File: config.mk
export PLATFORM = sky130hd
export DESIGN_NAME = spra_front
export DESIGN_NICKNAME = d
export VERILOG_FILES = /design/src/sv/spra_pkg.sv /design/src/sv/spra_front.sv
export SDC_FILE = /design/constraint.sdc
export NUM_CORES = 1
export LEC_CHECK = 0
export BUFFER_PORTS_ARGS = -buffer_cell sky130_fd_sc_hd__buf_2
export CELL_PAD_IN_SITES_DETAIL_PLACEMENT = 1
export CELL_PAD_IN_SITES_GLOBAL_PLACEMENT = 2
export CORE_ASPECT_RATIO = 0.75
export CORE_MARGIN = 3
export CORE_UTILIZATION = 32
export DETAILED_ROUTE_END_ITERATION = 12
export MAX_ROUTING_LAYER = met4
export PLACE_DENSITY_LB_ADDON = 0.1
export SLEW_MARGIN = 20
export SYNTH_ARGS = -nofsm -noshare
export SYNTH_HDL_FRONTEND = slang
export SYNTH_SLANG_ARGS = --single-unit
File: constraint.sdc
create_clock -name clk -period 5.1 [get_ports clk]
set_clock_uncertainty 0.15 [all_clocks]
set_input_delay 0.255 -clock clk [delete_from_list [all_inputs] [get_ports clk]]
set_output_delay 0.255 -clock clk [all_outputs]
set_load 0.02 [all_outputs]
File: src/sv/spra_pkg.sv
`timescale 1ns / 1ps
// shared types and constants for the spi register access slave
// no dependencies; the fifo, front, back and top files use these by scoped name

package spra_pkg;

  // register store geometry
  localparam int STORE_ADDR_BITS = 12;
  localparam int ADDR_BITS       = 16;
  localparam int DATA_BITS       = 8;

  // command decoding
  localparam logic [2:0] OP_WRITE = 3'b010;
  localparam logic [2:0] OP_READ  = 3'b011;
  localparam logic [2:0] POS_DATA = 3'd4;

  // input item kinds
  localparam logic KIND_BYTE    = 1'b0;
  localparam logic KIND_RELEASE = 1'b1;

  // queue between front and back
  localparam int QUEUE_DEPTH    = 2;
  localparam int QUEUE_PTR_BITS = 1;

  // one classified beat, as handed from front to back
  typedef struct packed {
    logic                     is_data;
    logic                     is_write;
    logic                     in_range;
    logic [ADDR_BITS-1:0]     addr;
    logic [DATA_BITS-1:0]     wdata;
  } spra_op_t;

  // back-end status seen by the front
  typedef struct packed {
    logic clear_busy;
  } spra_status_t;

endpackage

File: src/sv/spra_front.sv
`timescale 1ns / 1ps
// front end: accepts spi beats, tracks the frame and classifies each beat
// depends on spra_pkg

module spra_front (
  input  logic                  clk,
  input  logic                  rst,
  input  logic                  in_valid,
  output logic                  in_ready,
  input  logic                  kind,
  input  logic [7:0]            mosi_byte,
  input  spra_pkg::spra_status_t status,
  input  logic                  q_full,
  output logic                  q_push,
  output spra_pkg::spra_op_t    q_op
);

  logic [2:0]                       byte_position;
  logic [2:0]                       opcode;
  logic [spra_pkg::ADDR_BITS-1:0]   current_address;
  logic [2:0]                       byte_position_next;
  logic [2:0]                       opcode_next;
  logic [spra_pkg::ADDR_BITS-1:0]   current_address_next;

  assign in_ready = !q_full && !status.clear_busy;
  assign q_push   = in_valid && in_ready;

  // frame decoding and beat classification
  always_comb begin
    byte_position_next   = byte_position;
    opcode_next          = opcode;
    current_address_next = current_address;
    q_op                 = '0;
    if (kind == spra_pkg::KIND_RELEASE) begin
      byte_position_next   = '0;
      opcode_next          = '0;
      current_address_next = '0;
    end else if (byte_position < spra_pkg::POS_DATA) begin
      case (byte_position)
        3'd0: begin
          opcode_next          = mosi_byte[7:5];
          current_address_next = '0;
        end
        3'd1: begin
          current_address_next = {mosi_byte[4:0], 11'b0};
        end
        3'd2: begin
          current_address_next = current_address | {5'b0, mosi_byte, 3'b0};
        end
        default: begin
          current_address_next = current_address | {13'b0, mosi_byte[7:5]};
        end
      endcase
      byte_position_next = byte_position + 3'd1;
    end else if (opcode == spra_pkg::OP_WRITE || opcode == spra_pkg::OP_READ) begin
      q_op.is_data         = 1'b1;
      q_op.is_write        = (opcode == spra_pkg::OP_WRITE);
      q_op.in_range        = ((32'(current_address) >> spra_pkg::STORE_ADDR_BITS) == 32'd0);
      q_op.addr            = current_address;
      q_op.wdata           = mosi_byte;
      current_address_next = current_address + 1'b1;
    end
  end

  // frame state
  always_ff @(posedge clk) begin
    if (rst) begin
      byte_position   <= '0;
      opcode          <= '0;
      current_address <= '0;
    end else if (q_push) begin
      byte_position   <= byte_position_next;
      opcode          <= opcode_next;
      current_address <= current_address_next;
    end
  end

`ifndef NO_ASSERTIONS
  a_no_accept_in_clear: assert property (@(posedge clk) disable iff (rst)
      status.clear_busy |-> !q_push)
    else $error("beat accepted during store clear");
`endif

endmodule

==> metrics <==
outcome=complete, no violations; # setup viols final=0; DRT Pass-1 Iters=4; Final Cycle Share=49.2%; first-pass GRT wire length=8.91 mm; core box area=0.00470 mm²; Vias/cell=5.54; most frequent cells in the layout=42 x buf_2, 23 x and2_1, 22 x dfxtp_1; Num CTS Buffers=3; commonest non-fill, non-tap cell in the layout=buf_2; WHS=0.124 ns; Skew-Pair Late Insertion Delay=0.27 ns; Post-synth top flop=dfxtp_1; largest net degree at the start of global routing=26; CP endpoint kind=primary output; Final Max Slew Viols=0; routed len/inst=17.6 µm; total gr overflow=0; syn nets=between 200 and 250; Post-Syn Area=0.00164 mm²; Area Growth Syn to Fin=17.9%; relative slew slack=48.2%; Final Critical Period=2.51 ns; placed cell count=301; mean post-synth cell area=a little under 8 µm²; footprint of the multi-input gates=0.00113 mm²; Post-Layout Cell Count=305; Synth Register Bits=22; Ys Warns=0; fraction of registers with async set or reset after synthesis=0%; Initial Util=34.9%; Seq/Total Area, Yosys=26.8%; library cells used by synthesis=53; nets=about 270; share of layout cells above drive strength 1=21.8%; IO Port Bufs=42; All-Layer GR Usage=19.7%; Arr. time, crit path=2.10 ns; DIE AREA=between 0.006 and 0.007 mm²; crit start category=register; Clock transition at path regs=0.09 ns; Routed WL=roughly 5.4 mm; via count=1691; CTS tree=done; Fillers=590; clock buffer depth=2; worst hold path class=input port to register; Std-Cell Rows=21; final instance area=around 0.0019 mm²; antenna violations before repair=0; hold buffers post-CTS=0; Leak Pwr=0.831 nW; DRC viols=0; Iteration-0 DRC Markers=92; cell count after synthesis=212; CP Max Fanout=25; Final Wtd Congestion=0.822; Slew @ Worst Pin=0.776 ns; setup repair after global routing missed its margin=no; Critical Path RT=about 4.7 ns; Max VDD drop=0.0806 mV; Die W=88.7 µm; CTS Root Cell=clkbuf_8; vias in the first global route=1727; MaxCap Viol Count=0; critical path class=register to primary output; CTS HTree Levels=1; diode count=0; hpwl dp=slightly above 4 mm; final core utilization=41.1%; fmax=0.398 GHz; Num Clock Sinks=22; pwr dens=175 mW/mm²; Post-DP Area=between 0.0015 and 0.002 mm²; Die Ht=68.0 µm; Post-CTS Setup Inserts=0; IO Pins=43; number of enable flip-flop cells after synthesis=0; count of final hold-check violations=0; Register Area=440 µm²; post-route ant nets=0; Sum Neg Setup Slack=0 ns; CTS resizes=0
[final timing paths]
check | start | slack, ns | to | cells after the start
worst max-delay path | byte_position[2] | 2.59 | q_op[3] | 3
worst min register to register | opcode[0] | 0.33 | opcode[0] | 2
worst min-delay path | mosi_byte[3] | 0.12 | current_address[14] | 3
worst max register to register | byte_position[0] | 2.73 | current_address[8] | 7
[synth_stat cells, types with 2 or more instances]
library cell | count | area share [%]
and2_1 | 23 | 8.8
dfxtp_1 | 22 | 27
a21oi_1 | 16 | 4.9
nand2_1 | 15 | 3.4
nor2_1 | 14 | 3.2
nor3_1 | 10 | 3.1
clkbuf_1 | 8 | 1.8
inv_1 | 7 | 1.6
o21ai_0 | 7 | 2.1
and3_1 | 6 | 2.3
nand3_1 | 6 | 1.8
ha_1 | 5 | 3.8
o2bb2ai_1 | 5 | 2.7
nand2b_1 | 4 | 1.5
xor2_1 | 4 | 2.1
a31oi_1 | 3 | 1.1
a32oi_1 | 3 | 1.6
nand4_1 | 3 | 1.1
nand4b_1 | 3 | 1.6
nor2b_1 | 3 | 1.1
o21a_1 | 3 | 1.4
xnor2_1 | 3 | 1.6
a211oi_1 | 2 | 0.92
a221o_1 | 2 | 1.2
a22oi_1 | 2 | 0.92
nor2_2 | 2 | 0.76
nor4b_1 | 2 | 1.1
o21ai_1 | 2 | 0.61
or3_1 | 2 | 0.76
or4_1 | 2 | 0.92
[worst max-delay path, cell delays in order, from the launching register on]
cell and delay [ns]:
dfxtp_1 0.83, and4bb_2 0.64, and2_1 0.20, buf_2 0.16
[metrics by stage]
stage	power [mW]	setup slack [ns]
global route	0.354	2.40
detailed placement	0.210	2.79
global placement	0.210	2.75
CTS	0.342	2.57
finish	0.339	2.59
floorplan	0.196	3.09
[layer usage]
layer	GRT usage, %	vias to the layer above	wire length, µm
li1	-	841	-
met1	28.3	802	2850
met2	29.4	41	2240
met3	3.13	7	219
met4	3.21	0	51
met5	-	-	0
[registers in the layout, indices dropped and copies added (netlist names)]
signal	cells
byte_position	3
current_address	16
opcode	3
[power breakdown]
group,total [mW],internal [mW],switching (mW)
Combinational,0.0322,0.0103,0.0219
Clock,0.132,0.0690,0.0635
Sequential,0.174,0.173,0.00120
[logic make-up after synthesis]
| family | share of synthesized area [%] |
|---|---|
| and+or+nand+nor | 38.1 |
| AOI/OAI and AO/OA | 22.5 |
| DFF | 26.8 |
| buffers and inverters | 4.42 |
| xor gates and xnor gates | 3.74 |
| adders and majority gates | 3.81 |
| muxes | 0.610 |
[final cells by class]
type	count	area share [%]
clock buffers	4	2.85
inverters	8	1.55
multi-input cells	172	58.3
flip-flops and latches	22	22.8
well taps	57	3.69
repair buffers	42	10.9
No activity file was read; power rests on OpenSTA's default activity.
