`src/sv/spra_pkg.sv`:
```
`timescale 1ns / 1ps
// shared types and constants for the spi register access slave
// no dependencies; the fifo, front, back and top files use these by scoped name

package spra_pkg;

  // register store geometry
  localparam int STORE_ADDR_BITS = 12;
  localparam int ADDR_BITS       = 16;
  localparam int DATA_BITS       = 8;

  // command decoding
  localparam logic [2:0] OP_WRITE = 3'b010;
  localparam logic [2:0] OP_READ  = 3'b011;
  localparam logic [2:0] POS_DATA = 3'd4;

  // input item kinds
  localparam logic KIND_BYTE    = 1'b0;
  localparam logic KIND_RELEASE = 1'b1;

  // queue between front and back
  localparam int QUEUE_DEPTH    = 2;
  localparam int QUEUE_PTR_BITS = 1;

  // one classified beat, as handed from front to back
  typedef struct packed {
    logic                     is_data;
    logic                     is_write;
    logic                     in_range;
    logic [ADDR_BITS-1:0]     addr;
    logic [DATA_BITS-1:0]     wdata;
  } spra_op_t;

  // back-end status seen by the front
  typedef struct packed {
    logic clear_busy;
  } spra_status_t;

endpackage

```
`src/sv/spra_fifo.sv`:
```
`timescale 1ns / 1ps
// short queue of classified beats between front and back
// depends on spra_pkg

module spra_fifo (
  input  logic              clk,
  input  logic              rst,
  input  logic              push,
  input  spra_pkg::spra_op_t push_op,
  output logic              full,
  input  logic              pop,
  output spra_pkg::spra_op_t pop_op,
  output logic              empty
);

  spra_pkg::spra_op_t                    entries [spra_pkg::QUEUE_DEPTH];
  logic [spra_pkg::QUEUE_PTR_BITS-1:0]   wr_ptr;
  logic [spra_pkg::QUEUE_PTR_BITS-1:0]   rd_ptr;
  logic [spra_pkg::QUEUE_PTR_BITS:0]     count;

  assign full   = (count == (spra_pkg::QUEUE_PTR_BITS + 1)'(spra_pkg::QUEUE_DEPTH));
  assign empty  = (count == '0);
  assign pop_op = entries[rd_ptr];

  // pointers and fill count
  always_ff @(posedge clk) begin
    if (rst) begin
      wr_ptr <= '0;
      rd_ptr <= '0;
      count  <= '0;
    end else begin
      if (push) begin
        wr_ptr <= wr_ptr + 1'b1;
      end
      if (pop) begin
        rd_ptr <= rd_ptr + 1'b1;
      end
      if (push && !pop) begin
        count <= count + 1'b1;
      end else if (pop && !push) begin
        count <= count - 1'b1;
      end
    end
  end

  // entry storage
  always_ff @(posedge clk) begin
    if (push) begin
      entries[wr_ptr] <= push_op;
    end
  end

`ifndef NO_ASSERTIONS
  a_no_overflow: assert property (@(posedge clk) disable iff (rst) push |-> !full)
    else $error("queue push while full");
  a_no_underflow: assert property (@(posedge clk) disable iff (rst) pop |-> !empty)
    else $error("queue pop while empty");
`endif

endmodule

```
`config.mk`:
```
export PLATFORM = sky130hd
export DESIGN_NAME = spra_fifo
export DESIGN_NICKNAME = d
export VERILOG_FILES = /design/src/sv/spra_pkg.sv /design/src/sv/spra_fifo.sv
export SDC_FILE = /design/constraint.sdc
export NUM_CORES = 1
export LEC_CHECK = 0
export BUFFER_PORTS_ARGS = -buffer_cell sky130_fd_sc_hd__buf_4
export CAP_MARGIN = 40
export CORE_ASPECT_RATIO = 1.2
export CORE_UTILIZATION = 45
export CTS_BUF_LIST = sky130_fd_sc_hd__clkbuf_4 sky130_fd_sc_hd__clkbuf_8 sky130_fd_sc_hd__clkbuf_16
export DETAILED_ROUTE_END_ITERATION = 10
export GPL_TIMING_DRIVEN = 0
export PLACE_DENSITY = 0.85
export SYNTH_ARGS = -nofsm -noshare
export SYNTH_HDL_FRONTEND = slang
export SYNTH_SLANG_ARGS = --single-unit
```
`constraint.sdc`:
```
create_clock -name clk -period 2.13 [get_ports clk]
set_clock_uncertainty 0.05 [all_clocks]
set_input_delay 0.3195 -clock clk [delete_from_list [all_inputs] [get_ports clk]]
set_output_delay 0.3195 -clock clk [all_outputs]
set_load 0.02 [all_outputs]
```
==> reports/qor.txt, run 1 <==
outcome: finished clean
CTS tree: done
PostCTS Resize Cnt: 0
I/O pin total: 60
WP data arrival: 1.59 ns
Worst path most repeated cell: buf_4
TritonRoute pass-1 iters: 4
required time of the critical path: 1.76 ns
most frequent cell after synthesis: edfxtp_1
Global Route Usage Sum: 16.4%
net count after synthesis: 138
mux cell area share after synthesis: 14.1%
CP startpoint kind: flop
Post-synth ARST share: 0%
share of post-route cells with drive strength above 1: 59.6%
Synth top cells by count: edfxtp_1, mux2_2, dfxtp_1, nor2_1
P&R area growth vs syn: 38.9%
wire per inst: 15.6 µm
achievable frequency: 512 MHz
Seq/Total Area, Yosys: 80.0%
fin crit share: 91.8%
first-pass GRT wire length: 5720 µm
DRC: 0
Hold Crit Start: push_op[4]
crit-path cells: buf_2 -> buf_4 -> mux2_2 -> buf_4
largest family of logic cells by synthesized area: multiplexers
Synth Area in Compound Gates: 0.465%
r2r setup slk: 0.66 ns
Syn Inst Count: 106
DP HPWL: 2580 µm
nets: 210
final non-filler cell total: 241
core footprint: 0.00459 mm²
CTS HTree Levels: 3
slew margin rel.: 53.9%
Netlist cell types: 16
GPL Wtd Cong: 0.659
Max Slew Vio Count: 0
placed cells: 225
pwr dens: 1040 mW/mm²
Area contributors post-synth: edfxtp_1, mux2_2, dfxtp_1
Critical R2R Launch: wr_ptr$_SDFFE_PP0P_
Final setup violation count: 0
CTS Buffer Depth: 2
Pwr Total: 3100 µW
Initial Util: 46.9%
most used flip-flop cell after synthesis: edfxtp_1
Worst Setup End Kind: output port
Die W: 65.1 µm
Max Cap Viol: 0
GRT overflow: 0
number of CTS-inserted buffers: 9
Via density: 4.80
die height: 77.8 µm
Avg Inst Size Synth: 20.3 µm²
Crit-path slowest cell: mux2_2
maximum fanout along the worst path: 10
Routed Wire Length: 3760 µm
clock latency on the worst-skew pair: 0.32 ns
row count: 27
post-layout util: 65.1%
initial antenna violation count: 0
Hold Vio Cnt, Final: 0
Max IR drop VDD: 0.000645 V
Synth Area in Adders: 0.581%
Largest delay share family, worst path: buffers and inverters
Port Buffers: 59
post-cts hold buffer count: 0
LEAKAGE: 0.00116 µW
number of global-route vias before repair: 1239
CTS clock-pin slew for the worst setup and hold paths: 0.06 ns
Worst Hold Class: in -> reg
area leader, netlist: edfxtp_1
Hold WS: 0.125 ns
Synth warnings: 0
Worst-Margin Slew: 0.689 ns
unrepaired setup endpoints after global routing: no
DIE AREA: 0.00507 mm²
largest net degree at the start of global routing: 18
# diodes: 0
crit path kind: reg -> out
Yosys reg bits: 59
synthesized area: 0.00215 mm²
Synth top area share: 75.3%
number of clock sinks: 59
CP peak stage delay: 0.36 ns
setup TNS: 0 ns
initial drt markers: 26
CTS root buffer: clkbuf_8
Post-synth EDFFs: 54
Buf+Inv Stages, Crit Path: 3
Tmin final: 1.95 ns
Synth Area in XOR/XNOR: 1.63%
Simple-Gate Fraction of Synth Area: 2.15%
post-CTS repair timing setup buffer count: 0
vias: 1157
Post-DRT Antenna Nets: 0
-- worst paths after layout --
path / endpoint / cells after the start
max: pop_op[24] / 4
min: entries[0][4]$_DFFE_PP_ / 1
max reg2reg: entries[1][6]$_DFFE_PP_ / 2
min reg2reg: count[1]$_SDFFE_PP0P_ / 2
-- through the flow --
stage | setup slack (ns) | cell area [µm²]
after CTS | 0.137 | 2990
final | 0.175 | 2990
after global placement | -0.487 | 2670
after global routing | 0.0931 | 2990
after floorplan | 0.112 | 2150
after detailed placement | 0.492 | 2730
-- power breakdown --
| part | total, µW | internal, µW | switching, µW | leakage [µW] |
|---|---|---|---|---|
| clock network | 1320 | 920 | 403 | 0.000134 |
| logic | 408 | 205 | 204 | 0.000477 |
| registers | 1370 | 1350 | 22.8 | 0.000548 |
-- metal layers --
metal	track usage, %	wire length [µm]	vias up	part of all wire, %
li1	-	-	549	-
met1	16.6	1380	558	37
met2	27.6	2080	41	55
met3	6.47	211	9	5.6
met4	10.4	87	0	2.3
met5	0	0	-	0
-- kinds of logic after synthesis --
logic type,count (synthesis)
compound gates,2
xor+xnor,4
fa+ha+maj,1
simple gates,9
buf+inv,4
mux,27
flops,59
-- registers in the layout, summed over array words and instances (netlist names), named ones only --
name     count
entries     54
wr_ptr       1
count        2
rd_ptr       1
-- cell type report --
cell class | instances | area, µm²
fillers | 347 | 1600
well taps | 58 | 72.6
multi-input cells | 43 | 410
plain buffers | 3 | 20.0
clock inverters | 5 | 125
flip-flops and latches | 59 | 1720
clock buffers | 11 | 139
inverters | 1 | 3.75
repair buffers | 61 | 498
-- layout by cell type (no fill, tap or decap), types with 2 or more instances in the layout --
| cell type | n |
|---|---|
| buf_16 | 2 |
| bufinv_16 | 4 |
| xnor2_1 | 2 |
| nor2_1 | 5 |
| xor2_1 | 2 |
| clkbuf_4 | 2 |
| clkbuf_8 | 9 |
| dfxtp_1 | 5 |
| mux2_2 | 27 |
| edfxtp_1 | 54 |
| buf_4 | 61 |
(Power assumes the default switching activity.)
==> inputs of run 2 (changes only) <==
--- a/config.mk
+++ b/config.mk
@@ -12,7 +12,7 @@
 export CTS_BUF_LIST = sky130_fd_sc_hd__clkbuf_4 sky130_fd_sc_hd__clkbuf_8 sky130_fd_sc_hd__clkbuf_16
 export DETAILED_ROUTE_END_ITERATION = 10
 export GPL_TIMING_DRIVEN = 0
-export PLACE_DENSITY = 0.85
+export PLACE_DENSITY = 0.73
 export SYNTH_ARGS = -nofsm -noshare
 export SYNTH_HDL_FRONTEND = slang
 export SYNTH_SLANG_ARGS = --single-unit
==> run 2 against run 1 <==
Against the previous run: fmax down 0.69%; routed wire length down 3.4%; via count down 3.0%.
==> reports/qor.txt, run 2 (synthesis results as in run 1) <==
achievable frequency: 508 MHz
LEAKAGE: 0.00111 µW
vias: 1122
Worst path most repeated cell: buf_4
GRT overflow: 0
wire per inst: 15.1 µm
setup TNS: 0 ns
core footprint: 0.00459 mm²
Max Slew Vio Count: 0
CP startpoint kind: flop
Die W: 65.1 µm
number of CTS-inserted buffers: 9
post-route cell area: 0.00288 mm²
Post-DP Area: 0.00273 mm²
share of post-route cells with drive strength above 1: 58.8%
nets: 210
power share of the combinational group: 15.8%
WP data arrival: 1.60 ns
Hold Vio Cnt, Final: 0
commonest non-fill, non-tap cell in the layout: buf_4
slew margin rel.: 51.1%
outcome: finished clean
Worst Hold Class: in -> reg
maximum fanout along the worst path: 10
Top Registers: entries: 54 flops, count: 2 flops
DIE AREA: 0.00507 mm²
CTS root buffer: clkbuf_8
Hold WS: 0.123 ns
Initial Util: 46.9%
post-layout util: 62.8%
CP peak stage delay: 0.36 ns
GPL Wtd Cong: 0.643
crit path kind: reg -> out
pre-CTS setup slack: 0.462 ns
CTS clock-pin slew for the worst setup and hold paths: 0.06 ns
number of clock sinks: 59
CTS Buffer Depth: 2
number of global-route vias before repair: 1225
Final setup violation count: 0
CTS HTree Levels: 3
required time of the critical path: 1.76 ns
clock latency on the worst-skew pair: 0.32 ns
register with the most flip-flops: entries
initial antenna violation count: 0
final worst slack: 0.162 ns
max reg flops: 54
clock power share: 31.3%
Post-DRT Antenna Nets: 0
die height: 77.8 µm
PostCTS Resize Cnt: 0
Max IR drop VDD: 0.000573 V
Worst-Margin Slew: 0.730 ns
largest net degree at the start of global routing: 18
Global Route Usage Sum: 16.4%
most frequent cells in the layout: buf_4, edfxtp_1, mux2_2, clkbuf_8
initial drt markers: 37
pwr dens: 898 mW/mm²
first-pass GRT wire length: 5770 µm
crit-path cells: buf_2 -> buf_4 -> mux2_2 -> buf_4
TritonRoute pass-1 iters: 3
fin crit share: 92.4%
Via density: 4.68
P_int: 1980 µW
CTS tree: done
Routed Wire Length: 3630 µm
unrepaired setup endpoints after global routing: no
I/O pin total: 60
DP HPWL: 2520 µm
Tmin final: 1.97 ns
# diodes: 0
row count: 27
sw power: 607 µW
DRC: 0
post-cts hold buffer count: 0
switching share of power: 23.4%
P&R area growth vs syn: 33.9%
Reg power frac: 52.9%
Port Buffers: 59
Worst Setup End Kind: output port
# fillers: 356
Crit-path slowest cell: mux2_2
Max Cap Viol: 0
post-CTS repair timing setup buffer count: 0
-- run 2: power groups by stage --
stage / registers [µW] / logic, µW / clock network [µW]
after floorplan: 1390 / 222 / 0
after global placement: 1390 / 384 / 0
after detailed placement: 1390 / 415 / 0
after CTS: 1370 / 417 / 837
after global routing: 1380 / 438 / 891
final: 1370 / 409 / 810
-- run 2: cell type report --
cell class	count	area [µm²]	area share (%)
well taps	58	72.6	2.52
multi-input cells	43	410	14.2
repair buffers	61	498	17.3
plain buffers	3	20.0	0.694
clock inverters	4	18.8	0.651
flip-flops and latches	59	1720	59.7
inverters	1	3.75	0.130
clock buffers	11	139	4.82
-- run 2: routing by layer --
layer  wire [µm]  vias up  part of all wire (%)  GRT usage [%]
li1            -      549                     -              -
met1        1330      525                    37           15.4
met2        1990       40                    55           29.1
met3         245        8                   6.7           7.21
met4          64        0                   1.8           9.13
met5           0        -                     0              0
-- run 2: path summary, 6_finish.rpt --
kind / from / endpoint / slack, ns / cells after the start
hold / removal: push_op[8] / entries[1][8]$_DFFE_PP_ / 0.12 / 1
hold reg to reg: rd_ptr$_SDFFE_PP0P_ / rd_ptr$_SDFFE_PP0P_ / 0.48 / 2
setup reg to reg: wr_ptr$_SDFFE_PP0P_ / entries[0][16]$_DFFE_PP_ / 0.62 / 2
setup / recovery: flop / pop_op[3] / 0.16 / 4
-- run 2: critical path: cells and delay by family, from the launching register on --
kind,cells,cell delay (ns)
muxes,1,0.36
buffers and inverters,3,0.62
DFF,1,0.30
-- run 2: through the flow --
stage | std cells | power, µW
after floorplan | 106 | 1610
after global placement | 223 | 1770
after detailed placement | 225 | 1810
after CTS | 240 | 2630
after global routing | 240 | 2700
final | 240 | 2590
==> inputs of run 3 (changes only) <==
--- a/config.mk
+++ b/config.mk
@@ -7,12 +7,13 @@
 export LEC_CHECK = 0
 export BUFFER_PORTS_ARGS = -buffer_cell sky130_fd_sc_hd__buf_4
 export CAP_MARGIN = 40
-export CORE_ASPECT_RATIO = 1.2
 export CORE_UTILIZATION = 45
 export CTS_BUF_LIST = sky130_fd_sc_hd__clkbuf_4 sky130_fd_sc_hd__clkbuf_8 sky130_fd_sc_hd__clkbuf_16
 export DETAILED_ROUTE_END_ITERATION = 10
 export GPL_TIMING_DRIVEN = 0
 export PLACE_DENSITY = 0.73
+export RECOVER_POWER = 50
+export SKIP_CTS_REPAIR_TIMING = 1
 export SYNTH_ARGS = -nofsm -noshare
 export SYNTH_HDL_FRONTEND = slang
 export SYNTH_SLANG_ARGS = --single-unit
==> run 3 against run 2 <==
Against the previous run: largest cell class unchanged; non-clock buffer count stayed put; via count is 4.3% higher; the run now ends with design-rule violations left; combinational power is 2% lower; global-route usage is 0.12 points lower; total power is 0.68% higher; sequential share of layout area is 0.18 points higher.
==> reports/qor.txt, run 3 (synthesis results as in run 1) <==
I/O pin total: 60
commonest non-fill, non-tap cell in the layout: edfxtp_1
# diodes: 0
CTS root buffer: clkbuf_8
Tmin final: 1.98 ns
Crit-path slowest cell: mux2_2
number of CTS-inserted buffers: 9
required time of the critical path: 1.76 ns
GRT overflow: 0
vias: 1170
crit path kind: reg -> out
crit-path cells: buf_2 -> buf_4 -> mux2_2 -> buf_4
Buf+Inv Stages, Crit Path: 3
outcome: finished with violations
CTS HTree Levels: 3
P&R area growth vs syn: 33.5%
Routed Wire Length: 3580 µm
initial antenna violation count: 0
post-layout util: 64.3%
Port Buffers: 59
clock power share: 32.0%
Worst path most repeated cell: buf_4
most frequent cells in the layout: edfxtp_1, buf_4, clkbuf_4, mux2_2, clkbuf_8
LEAKAGE: 0.00110 µW
CP startpoint kind: flop
maximum fanout along the worst path: 10
# fillers: 339
fin crit share: 92.8%
placed cells: 219
Max Slew Vio Count: 0
switching share of power: 24.5%
GPL Wtd Cong: 0.650
max reg flops: 54
TritonRoute pass-1 iters: 7
Worst-Margin Slew: 1.02 ns
sw power: 639 µW
Initial Util: 48.1%
first-pass GRT wire length: 5740 µm
wire per inst: 15.3 µm
Worst Hold Class: in -> reg
Post-DRT Antenna Nets: 0
Max Cap Viol: 0
CP peak stage delay: 0.37 ns
share of post-route cells with drive strength above 1: 58.5%
clock latency on the worst-skew pair: 0.33 ns
WP data arrival: 1.61 ns
Global Route Usage Sum: 16.3%
row count: 24
die height: 71.2 µm
failing checks: design-rule violations
Reg power frac: 52.5%
DP HPWL: 2510 µm
Die W: 71.2 µm
Top Registers: entries: 54 flops, count: 2 flops
nets: 210
largest net degree at the start of global routing: 16
register with the most flip-flops: entries
pwr dens: 907 mW/mm²
Hold Vio Cnt, Final: 0
slew margin rel.: 31.9%
final non-filler cell total: 235
initial drt markers: 51
P_int: 1970 µW
Largest delay share family, worst path: buffers and inverters
CTS tree: done
number of clock sinks: 59
core footprint: 0.00447 mm²
CTS clock-pin slew for the worst setup and hold paths: 0.06 ns
number of global-route vias before repair: 1276
DIE AREA: 0.00507 mm²
Via density: 4.98
Worst Setup End Kind: output port
power share of the combinational group: 15.4%
unrepaired setup endpoints after global routing: no
Max IR drop VDD: 0.000516 V
Final setup violation count: 0
CTS Buffer Depth: 2
achievable frequency: 506 MHz
DRC: 6
[run 3: worst paths after layout]
path	to	cells after the start	start	slack, ns
setup reg to reg	entries[1][17]$_DFFE_PP_	2	wr_ptr$_SDFFE_PP0P_	0.36
hold reg to reg	count[1]$_SDFFE_PP0P_	2	count[1]$_SDFFE_PP0P_	0.46
hold / removal	count[1]$_SDFFE_PP0P_	2	rst	0.13
setup / recovery	pop_op[3]	4	flop	0.15
[run 3: cell type report]
cell class	count	area, µm²	share of cell area, %
Inverter	1	3.75	0.131
Buffer	3	20.0	0.696
Multi-Input combinational cell	43	410	14.3
Tap cell	52	65.1	2.26
Timing Repair Buffer	61	490	17.1
Clock buffer	10	131	4.57
Sequential cell	59	1720	59.9
Clock inverter	6	32.5	1.13
[run 3: power by group through the flow]
stage | clock network (µW) | logic, µW | registers (µW)
after global routing | 911 | 427 | 1380
final | 835 | 402 | 1370
after floorplan | 0 | 222 | 1390
after detailed placement | 0 | 413 | 1400
after global placement | 0 | 384 | 1390
after CTS | 854 | 416 | 1370
[run 3: metrics by stage]
stage / setup TNS [ns] / hold WS, ns / setup slack [ns] / cell area (µm²) / power, µW
floorplan: 0 / 0.339 / 0.112 / 2150 / 1610
CTS: 0 / 0.106 / 0.128 / 2880 / 2640
global placement: -16.45 / 0.425 / -0.610 / 2660 / 1780
finish: 0 / 0.133 / 0.153 / 2880 / 2610
detailed placement: 0 / 0.454 / 0.430 / 2720 / 1810
global route: 0 / 0.118 / 0.0687 / 2880 / 2710
[run 3: metal layers]
metal	track usage, %	wire [µm]	share of wire [%]	vias to the layer above
li1	-	-	-	550
met1	15.6	1300	36	571
met2	29.2	1950	54	41
met3	5.13	254	7.1	8
met4	12.0	83	2.3	0
met5	0	0	0	-
